===== config.mk =====
export PLATFORM = sky130hd
export DESIGN_NAME = lte_out
export DESIGN_NICKNAME = d
export VERILOG_FILES = /design/src/hdl/lte_pkg.sv /design/src/hdl/lte_out.sv
export SDC_FILE = /design/constraint.sdc
export NUM_CORES = 1
export LEC_CHECK = 0
export BUFFER_PORTS_ARGS = -buffer_cell sky130_fd_sc_hd__buf_4
export CELL_PAD_IN_SITES_DETAIL_PLACEMENT = 1
export CELL_PAD_IN_SITES_GLOBAL_PLACEMENT = 1
export CORE_MARGIN = 2
export CORE_UTILIZATION = 41
export CTS_CLUSTER_DIAMETER = 100
export CTS_CLUSTER_SIZE = 12
export DETAILED_ROUTE_END_ITERATION = 8
export PLACE_DENSITY_LB_ADDON = 0.1
export SLEW_MARGIN = 0
export SYNTH_ARGS = -nofsm -noshare
export SYNTH_HDL_FRONTEND = slang
export SYNTH_SLANG_ARGS = --single-unit

===== constraint.sdc =====
create_clock -name i_clk -period 2.6 [get_ports i_clk]
set_input_delay 0.13 -clock i_clk [delete_from_list [all_inputs] [get_ports i_clk]]
set_output_delay 0.13 -clock i_clk [all_outputs]
set_load 0.01 [all_outputs]

===== src/hdl/lte_pkg.sv =====
// Shared types and constants for the ledger transfer engine.
// No dependencies; imported by every module of the block but lte_ram.
package lte_pkg;

    localparam int ACCOUNT_COUNT = 65536;
    localparam int ADDR_W        = $clog2(ACCOUNT_COUNT);
    localparam int CNT_W         = ADDR_W + 1;
    localparam int BAL_W         = 64;
    localparam int DATA_W        = 60;
    localparam int CODE_W        = 4;
    localparam int TOTAL_W       = 32;

    localparam logic [BAL_W-1:0]   START_BALANCE = 64'd1000000;
    localparam logic [TOTAL_W-1:0] TOTAL_MAX     = '1;

    localparam logic [CODE_W-1:0] OP_TRANSFER  = 4'd0;
    localparam logic [CODE_W-1:0] OP_RANGE_SET = 4'd1;

    typedef struct packed {
        logic [CODE_W-1:0]       operation;
        logic [DATA_W-1:0]       sender_data;
        logic [CODE_W-1:0]       receiver_code;
        logic [DATA_W-1:0]       receiver_data;
        logic signed [BAL_W-1:0] amount;
    } t_in;

    typedef struct packed {
        logic               accepted;
        logic [TOTAL_W-1:0] success_total;
        logic [TOTAL_W-1:0] failure_total;
    } t_out;

    typedef struct packed {
        logic              we;
        logic [ADDR_W-1:0] waddr;
        logic [BAL_W-1:0]  wdata;
        logic [ADDR_W-1:0] raddr;
    } t_mem_req;

    typedef struct packed {
        logic valid;
        logic ok;
    } t_res;

    typedef enum logic [2:0] {
        ST_CLEAR,
        ST_IDLE,
        ST_DECODE,
        ST_CHECK,
        ST_WRITE_DST,
        ST_FILL,
        ST_RESP
    } t_state;

endpackage


===== src/hdl/lte_out.sv =====
// Output stage: saturating success/failure totals and the result register.
// Depends on lte_pkg.
module lte_out import lte_pkg::*; (
    input  logic i_clk,
    input  logic i_rst_n,
    input  t_res i_res,
    output logic o_res_ready,
    output logic o_out_valid,
    input  logic i_out_ready,
    output t_out o_out_item
);

    logic               r_valid, n_valid;
    t_out               r_item, n_item;
    logic [TOTAL_W-1:0] r_succ, n_succ;
    logic [TOTAL_W-1:0] r_fail, n_fail;
    logic               load;

    assign o_res_ready = !r_valid || i_out_ready;
    assign load        = i_res.valid && o_res_ready;

    always_comb begin
        n_valid = r_valid;
        n_item  = r_item;
        n_succ  = r_succ;
        n_fail  = r_fail;
        if (r_valid && i_out_ready) begin
            n_valid = 1'b0;
        end
        if (load) begin
            if (i_res.ok && r_succ != TOTAL_MAX) begin
                n_succ = r_succ + 1'b1;
            end
            if (!i_res.ok && r_fail != TOTAL_MAX) begin
                n_fail = r_fail + 1'b1;
            end
            n_valid              = 1'b1;
            n_item.accepted      = i_res.ok;
            n_item.success_total = n_succ;
            n_item.failure_total = n_fail;
        end
    end

    always_ff @(posedge i_clk) begin
        if (!i_rst_n) begin
            r_valid <= 1'b0;
            r_succ  <= '0;
            r_fail  <= '0;
        end else begin
            r_valid <= n_valid;
            r_succ  <= n_succ;
            r_fail  <= n_fail;
        end
        r_item <= n_item;
    end

    assign o_out_valid = r_valid;
    assign o_out_item  = r_item;

endmodule


### After elaboration in Yosys (flattened, before gate mapping)

Index checks and enable logic that the tools add are counted.

* word-level logic and storage cells: 22
* register bits: 130

* equality and inequality tests: 2
* mux-type cells: 4
* reduce and logical (&&, ||, !) cells: 8
* add/sub/neg operators: 2

Operators by type and width (number)
* 32-bit by 1-bit adder with 32-bit output (second input constant): 2
* 32-bit two-way mux: 2
* 32-bit != test (second input constant): 2
* 1-bit logical AND: 4
* 1-bit zero test: 2
* 1-bit two-way mux: 2
* 2-bit nonzero test: 1
* 1-bit logical OR: 1

### Longest topological paths before layout

Gate-level depths: netlist of run 1.

* depth after elaboration: 4
* gate-level depth with buffers: 9

### Least setup slack after synthesis of run 1

OpenSTA, ideal clock, no wires.

* path type: register to register
* start: register r_valid (netlist: o_out_valid)
* end: register r_fail[21]
* arrival: 2.744 ns
* required time: 2.530 ns
* slack: -0.214 ns
* path buffers: 0
* cell stages (with the launch flop): 7
* clock period less this slack: 2.814 ns
* cells stage by stage: dfxtp_1 nand2b_1 nand2_1 inv_1 nand3_1 or4_1 a21oi_1

* word-level cells in the longest chain between the ends: 3

RTL lines
* start: declaration: RTL line lte_out.sv:13 `logic r_valid, n_valid;`
* start signal: assignment: RTL line lte_out.sv:50 `r_valid <= n_valid;`
* 1-bit zero test: RTL line lte_out.sv:19 `assign o_res_ready = !r_valid || i_out_ready;`
* 1-bit logical OR: RTL line lte_out.sv:19
* named net o_res_ready: RTL line lte_out.sv:7 `output logic o_res_ready,`
* 1-bit logical AND: RTL line lte_out.sv:20 `assign load = i_res.valid && o_res_ready;`
* named net load: RTL line lte_out.sv:17 `logic load;`
* end signal: assignment: RTL line lte_out.sv:52 `r_fail <= n_fail;`
* end: declaration: RTL line lte_out.sv:16 `logic [TOTAL_W-1:0] r_fail, n_fail;`

The timed path passes the listed nets, and every way through them passes these cells.
A chain may end at the register's enable or synchronous reset.

### Worst setup path after layout of run 1

* start: register r_succ[3]
* end: register r_succ[21]

* word-level cells in the longest chain between the ends: 3
* elaborated cells on any way between the ends: 4
* those cells by class: add/sub: 1; eq/ne: 1; mux: 1; reduce/logical: 1

RTL lines
* start: declaration: RTL line lte_out.sv:15 `logic [TOTAL_W-1:0] r_succ, n_succ;`
* start signal: assignment: RTL line lte_out.sv:51 `r_succ <= n_succ;`
* parallel branches: the longest is 2 deep, another holds 32-bit by 1-bit adder with 32-bit output
* 32-bit two-way mux (*): RTL line lte_out.sv:31 `if (i_res.ok && r_succ != TOTAL_MAX) begin`

Every way passes the cells marked *.

==> results of run 1 <==
-- layout make-up --
class                      instances  share of cell area, %
clock buffer                      19                   5.64
clock inverter                    13                   1.80
inverter                           9                  0.478
multi-input combinational        467                   37.1
sequential                       130                   41.4
tap                              188                   2.99
timing repair buffer             104                   10.6
-- stage by stage --
step / area [um^2] / setup slack [ps] / util [%]
after global routing: 7860 / 62.2 / 51.9
after detailed placement: 7260 / 134 / 47.9
after global placement: 7260 / 228 / 47.9
final: 7860 / 188 / 51.9
after CTS: 7850 / 134 / 51.8
after floorplan: 6360 / 329 / -
-- metal layers --
| layer | share of wire (%) | vias up | global-route usage (%) |
|---|---|---|---|
| met5 | 0 | - | 0 |
| met4 | 1.2 | 0 | 6.71 |
| met3 | 2.8 | 14 | 4.12 |
| met2 | 46 | 82 | 31.9 |
| met1 | 50 | 2547 | 30.1 |
| li1 | - | 2523 | - |
-- path summary, 6_finish.rpt --
check | from | to
max reg2reg | r_succ[3] | r_succ[21]
min reg2reg | r_fail[31] | r_fail[31]
max | r_succ[3] | r_succ[21]
min | i_out_ready | o_out_valid
-- critical path: cells and delay by family (launching register included) --
family          cells  cell delay [ps]
compound gates      1              160
simple gates        4             1700
flops               1              470
-- registers in the layout, summed over array words and instances (netlist names) --
register     count
o_out_item      65
r_fail          32
o_out_valid      1
r_succ          32
-- cells in the mapped netlist (all sizes together) (12+ instances only) --
cell type,n
o31ai,20
or4,22
clkbuf,29
o21ai,19
dfxtp,65
nor2,53
nor3,20
nand2,62
nand2b,14
mux2i,12
edfxtp,65
xor2,41
xnor2,31
nand3,27
or3,22
a21oi,44
nand4,27
-- repair_timing --
action,CTS,global route
gates resized for setup,0,3
hold buffers,1,0
hold endpoints to repair,1,0
endpoints found under the setup margin,0,19
-- cell families after synthesis --
| logic type | Yosys count |
|---|---|
| AOI/OAI and AO/OA | 101 |
| xor gates and xnor gates | 72 |
| adders and majority gates | 2 |
| buffers and inverters | 49 |
| DFF | 130 |
| muxes | 14 |
| and+or+nand+nor | 278 |
-- power groups by stage --
stage / Combinational (mW) / Sequential (mW) / Clock [mW]
after CTS: 0.235 / 2.23 / 2.43
after floorplan: 0.0761 / 2.30 / 0
final: 0.231 / 2.23 / 2.40
after detailed placement: 0.233 / 2.27 / 0
after global placement: 0.229 / 2.27 / 0
after global routing: 0.251 / 2.23 / 2.52
==> impl_metrics.yaml, run 1 <==
run_status:
  status: "complete, no violations"
hold_path:
  hold_class: "input pin to flip-flop"
  whs_path_depth: 3
worst_setup_path:
  startpoint_type: "flip-flop"
  r2r.worst_path.cells: 5
  critical_path.slowest_cell: "sky130_fd_sc_hd__or4_1"
  crit_type: "flip-flop to flip-flop"
  worst_ep_required_time_ps: 2950
  crit_fanout: 8
  slowest_stage_delay_cp_ps: 620
  critPathArrivalTime_ps: 2760
  setup_slack_of_the_most_critical_reg_to_reg_path_ps: 190
  cp-end-kind: "flip-flop"
  cp_common_cell: "sky130_fd_sc_hd__or4_1"
  critical_path.cell_chain: "nand4_1 -> or4_1 -> or2_0 -> or4_1 -> a21oi_1"
synthesis:
  number_of_standard_cells_after_synthesis: 646
  yosys-top-cells-area: "sky130_fd_sc_hd__edfxtp_1 (31%), sky130_fd_sc_hd__dfxtp_1 (20%), sky130_fd_sc_hd__xor2_1 (5.7%), sky130_fd_sc_hd__xnor2_1 (4.3%), sky130_fd_sc_hd__nand2_1 (3.7%)"
  synth_top_area_cell: "sky130_fd_sc_hd__edfxtp_1"
  compound_cell_area_share_of_the_yosys_netlist_pct: 9.57
  synth.avg_cell_area_um2: 9.84
  synth_ff_type: "sky130_fd_sc_hd__edfxtp_1"
  synth_edf_count: 65
  syn-cell-area_um2: 6350
  ys_ff_latch: 130
  synth_fp_nets: 653
  dominant_combinational_cell_family_by_area_after_synthesis: "simple AND/OR/NAND/NOR gates"
  yosys.cell_types.count: 52
  yosys-mux-area-fraction_pct: 2.24
  synth-xor-area-share_pct: 9.92
  synth.top_cell.area_share_pct: 30.7
  post_synth_fa_ha_maj_area_fraction_pct: 0.394
  post_synth_and_or_nand_nor_area_fraction_pct: 23.5
  yosysWarningCount: 0
  yosysSeqAreaShare_pct: 51.2
  ys_async_sr_fraction_pct: 0
die:
  height_of_the_die_um: 128
  initial_core_utilization_pct: 42.0
  core_area_um2: 15100
  io-pin-count: 72
  overall_die_area_um2: 16500
  die_x_um: 128
  floorplan.rows: 45
final_layout:
  multi_input_comb_area_um2: 2910
  final-instance-count-excl-fill: 930
  seq_area_um2: 3250
  layout.nets: 736
  mostFrequentLayoutCell: "sky130_fd_sc_hd__buf_4"
  flow.area_growth_from_synthesis_pct: 23.6
  antenna_cells_inserted: 0
  share_of_final_layout_standard_cells_stronger_than_drive_strength_1_pct: 20.2
  filler_cell_count: 1667
  commonest_non_fill_non_tap_cells_in_the_layout: "sky130_fd_sc_hd__buf_4 (99), sky130_fd_sc_hd__edfxtp_1 (65), sky130_fd_sc_hd__dfxtp_1 (65)"
sta:
  final_max_slew_viol_count: 0
  final_period_minus_worst_setup_slack_ps: 2410
  fmax_mhz: 415
  worst-slew-pin-transition_ps: 722
  setup_total_negative_slack_ps: 0
  finalHoldWorstSlack_ps: 59.3
  slew_headroom_pct: 51.8
  clock-skew-final_ps: 6.91
  rsz_0062_raised_after_global_routing: "no"
  final-setup-viol-count: 0
  final_hold_viol_count: 0
  min_period_over_period_pct: 92.8
power:
  seq_power_share_pct: 45.8
  swShare_pct: 21.5
  combPwrFrac_pct: 4.8
  clock_power_share_pct: 49.4
  fin_total_pwr_mw: 4.86
  p_switching_mw: 1.04
  p_leak_nw: 2.95
  peak_vdd_ir_mv: 0.442
  power_per_unit_of_standard_cell_area_nw_per_um2: 618
  intPower_mw: 3.81
routing:
  wl_per_cell_um: 17.9
  remaining_drc_errors: 0
  vias_per_cell: 5.55
  drtIter0Drc: 290
  detailroute.via_count: 5166
  drt-pass1-iter-count: 4
  route.final.wire_length_mm: 16.7
  ant_nets: 0
global_route:
  grt_overflow_total: 0
  global_route_wire_length_before_repair_mm: 26.9
  grt_start_max_net_pins: 40
  vias_in_the_first_global_route: 5099
  grt.total_usage_pct: 20.9
  grt_antenna_before_repair: 0
clocking:
  cts.clk_slew.worst_paths_ps: 60
  insertion_delay_ps: 420
  ctsLongestPathBuffers: 2
  cts_tree: "done"
  clock_sinks: 130
  clockRootBuffer: "sky130_fd_sc_hd__clkbuf_16"
  postCtsSetupBuffers: 0
  tritoncts_buffer_count: 17
  cts-htree-levels: 4
place:
  hpwl_after_detailed_placement_mm: 11.5
  port-buffer-count: 71
  placedCellCount: 897
  routabilityCongestion: 0.872
run:
  max_cap_viol_count: 0
Note: power is estimated with default switching activity, not from simulation.
==> run 2: changes to the inputs <==
- ABC_AREA: unset -> 1
- CORE_UTILIZATION: 41 -> 39
==> run 2 against run 1 <==
  * Sequential power grew 11%
  * Sequential share of layout area decreased by 3.2 points
  * Non-clock buffer count is 21 lower
  * Combinational power rose to 2.8 times the previous value
  * Hold slack lost 1.3 ps
  * Largest cell class unchanged
  * Clock power hardly changed
  * Via count rose by 30%
  * Critical path depth increased by 8
==> impl_metrics.yaml, run 2 <==
synthesis:
  synth.avg_cell_area_um2: 6.98
  ys_ff_latch: 130
  yosys.cell_types.count: 29
  syn-cell-area_um2: 7160
  compound_cell_area_share_of_the_yosys_netlist_pct: 5.45
  post_synth_and_or_nand_nor_area_fraction_pct: 36.0
  synthTopCellsByCount: "sky130_fd_sc_hd__nand2_1 (346), sky130_fd_sc_hd__inv_1 (148), sky130_fd_sc_hd__nor2_1 (120)"
  synth_fp_nets: 1034
  synth_ff_type: "sky130_fd_sc_hd__edfxtp_1"
  post_synth_fa_ha_maj_area_fraction_pct: 0.349
  yosys-mux-area-fraction_pct: 0
  ys_async_sr_fraction_pct: 0
  synth_top_area_cell: "sky130_fd_sc_hd__edfxtp_1"
  yosys-top-cells-area: "sky130_fd_sc_hd__edfxtp_1 (27%), sky130_fd_sc_hd__dfxtp_1 (18%), sky130_fd_sc_hd__nand2_1 (18%), sky130_fd_sc_hd__inv_1 (7.8%), sky130_fd_sc_hd__nand3_1 (7.5%)"
  synth-xor-area-share_pct: 2.57
  synth.top_cell.area_share_pct: 27.2
  synth_edf_count: 65
  yosysSeqAreaShare_pct: 45.4
  most_frequently_used_cell_type_in_the_post_synthesis_netlist: "sky130_fd_sc_hd__nand2_1"
  yosysWarningCount: 0
  number_of_standard_cells_after_synthesis: 1027
  dominant_combinational_cell_family_by_area_after_synthesis: "simple AND/OR/NAND/NOR gates"
sta:
  final-setup-viol-count: 0
  rsz_0062_raised_after_global_routing: "no"
  fmax_mhz: 438
  finalHoldWorstSlack_ps: 58.0
  clock-skew-final_ps: 8.12
  worst-slew-pin-transition_ps: 642
  final_max_slew_viol_count: 0
  setup_slack_ps: 315
  min_period_over_period_pct: 87.9
  setup_total_negative_slack_ps: 0
  final_period_minus_worst_setup_slack_ps: 2290
  final_hold_viol_count: 0
  slew_headroom_pct: 57.2
clocking:
  cts_tree: "done"
  ctsLongestPathBuffers: 2
  tritoncts_buffer_count: 17
  cts.clk_slew.worst_paths_ps: 60
  cts-htree-levels: 4
  clockRootBuffer: "sky130_fd_sc_hd__clkbuf_16"
  clock_sinks: 130
  insertion_delay_ps: 420
place:
  placed_cell_area_um2: 7940
  pre_cts_slack_ps: 281
  hpwl_after_detailed_placement_mm: 14.9
  port-buffer-count: 71
  placedCellCount: 1306
  routabilityCongestion: 0.825
final_layout:
  layout.nets: 1103
  largest_register_ffs: 65
  post_route_cell_area_um2: 8510
  mostFrequentLayoutCell: "sky130_fd_sc_hd__nand2_1"
  filler_cell_count: 2337
  share_of_final_layout_standard_cells_stronger_than_drive_strength_1_pct: 11.6
  commonest_non_fill_non_tap_cells_in_the_layout: "sky130_fd_sc_hd__nand2_1 (346), sky130_fd_sc_hd__inv_1 (148), sky130_fd_sc_hd__nor2_1 (120)"
  final-instance-count-excl-fill: 1338
  flow.area_growth_from_synthesis_pct: 18.8
  final_core_util_pct: 47.4
  antenna_cells_inserted: 0
die:
  core_area_um2: 18000
  io-pin-count: 72
  initial_core_utilization_pct: 39.9
  floorplan.rows: 49
  die_x_um: 140
  height_of_the_die_um: 140
  overall_die_area_um2: 19500
routing:
  route.final.wire_length_mm: 20.7
  drtIter0Drc: 389
  drt-pass1-iter-count: 7
  detailroute.via_count: 6698
  wl_per_cell_um: 15.4
  ant_nets: 0
  vias_per_cell: 5.01
  remaining_drc_errors: 0
power:
  fin_total_pwr_mw: 5.48
  power_per_unit_of_standard_cell_area_nw_per_um2: 644
  combPwrFrac_pct: 11.7
  p_switching_mw: 1.45
  seq_power_share_pct: 45.0
  swShare_pct: 26.4
  peak_vdd_ir_mv: 0.468
  intPower_mw: 4.04
  clock_power_share_pct: 43.3
  p_leak_nw: 4.02
global_route:
  vias_in_the_first_global_route: 6607
  grt_start_max_net_pins: 53
  grt_antenna_before_repair: 0
  global_route_wire_length_before_repair_mm: 34.1
  grt_overflow_total: 0
  grt.total_usage_pct: 21.9
worst_setup_path:
  critical_path.cell_chain: "ha_1 -> nand2_1 -> nor2_1 -> nand2_1 -> nor2_1 -> nand2_1 -> buf_4 -> nand2_2 -> buf_4 -> nand2_1 -> nand3_1 -> nand2_1 -> inv_1"
  critPathArrivalTime_ps: 2650
  crit_fanout: 21
  crit_family: "simple AND/OR/NAND/NOR gates"
  count_of_buffer_and_inverter_cells_on_the_critical_path: 3
  startpoint_type: "flip-flop"
  critical_path.slowest_cell: "sky130_fd_sc_hd__dfxtp_1"
  cp-end-kind: "flip-flop"
  cp_common_cell: "sky130_fd_sc_hd__nand2_1"
  crit_type: "flip-flop to flip-flop"
  worst_ep_required_time_ps: 2970
  slowest_stage_delay_cp_ps: 410
run_status:
  status: "complete, no violations"
run:
  max_cap_viol_count: 0
hold_path:
  hold_class: "input pin to flip-flop"
[run 2: power by group through the flow]
stage	Clock, mW	Combinational [mW]	Sequential (mW)
2_1_floorplan	0	0.371	2.51
3_3_place_gp	0	0.631	2.51
3_5_place_dp	0	0.649	2.51
4_1_cts	2.42	0.655	2.47
5_1_grt	2.50	0.733	2.49
6_report	2.37	0.643	2.47
[run 2: final cells by class]
cell class	instances	area, um^2	area share (%)
multi-input cells	714	3180	37.4
inverters	150	568	6.67
clock inverters	10	109	1.28
flip-flops and latches	130	3250	38.2
clock buffers	22	464	5.45
repair buffers	83	648	7.61
well taps	229	287	3.37
[run 2: timing repair]
| item | 4_1_cts | 5_1_grt |
|---|---|---|
| endpoints found under the setup margin | 0 | 1 |
| hold buffers | 0 | 0 |
| setup buffers | 0 | 0 |
| resized for setup | 0 | 1 |
[run 2: cells by family (layout without fill, tap and decap cells)]
kind of cell	count (synthesis)	after routing
adders and majority gates	2	2
and+or+nand+nor	614	614
DFF	130	130
buffers and inverters	183	265
AOI/OAI and AO/OA	77	77
xor gates and xnor gates	21	21
[run 2: final timing paths]
| path | start | slack, ps | to | cells past startpoint |
|---|---|---|---|---|
| setup / recovery | r_succ[1] | 310 | r_succ[8] | 13 |
| hold / removal | i_res[0] | 60 | o_out_item[64] | 1 |
| setup reg to reg | r_succ[1] | 310 | r_succ[8] | 13 |
| hold reg to reg | r_succ[23] | 590 | r_succ[23] | 4 |
[run 2: routing by layer]
metal	global-route usage (%)	part of all wire, %	up-vias
met1	31.1	51	3186
met3	4.37	4.0	21
li1	-	-	3376
met5	0	0	-
met4	5.63	1.3	0
met2	34.2	44	115
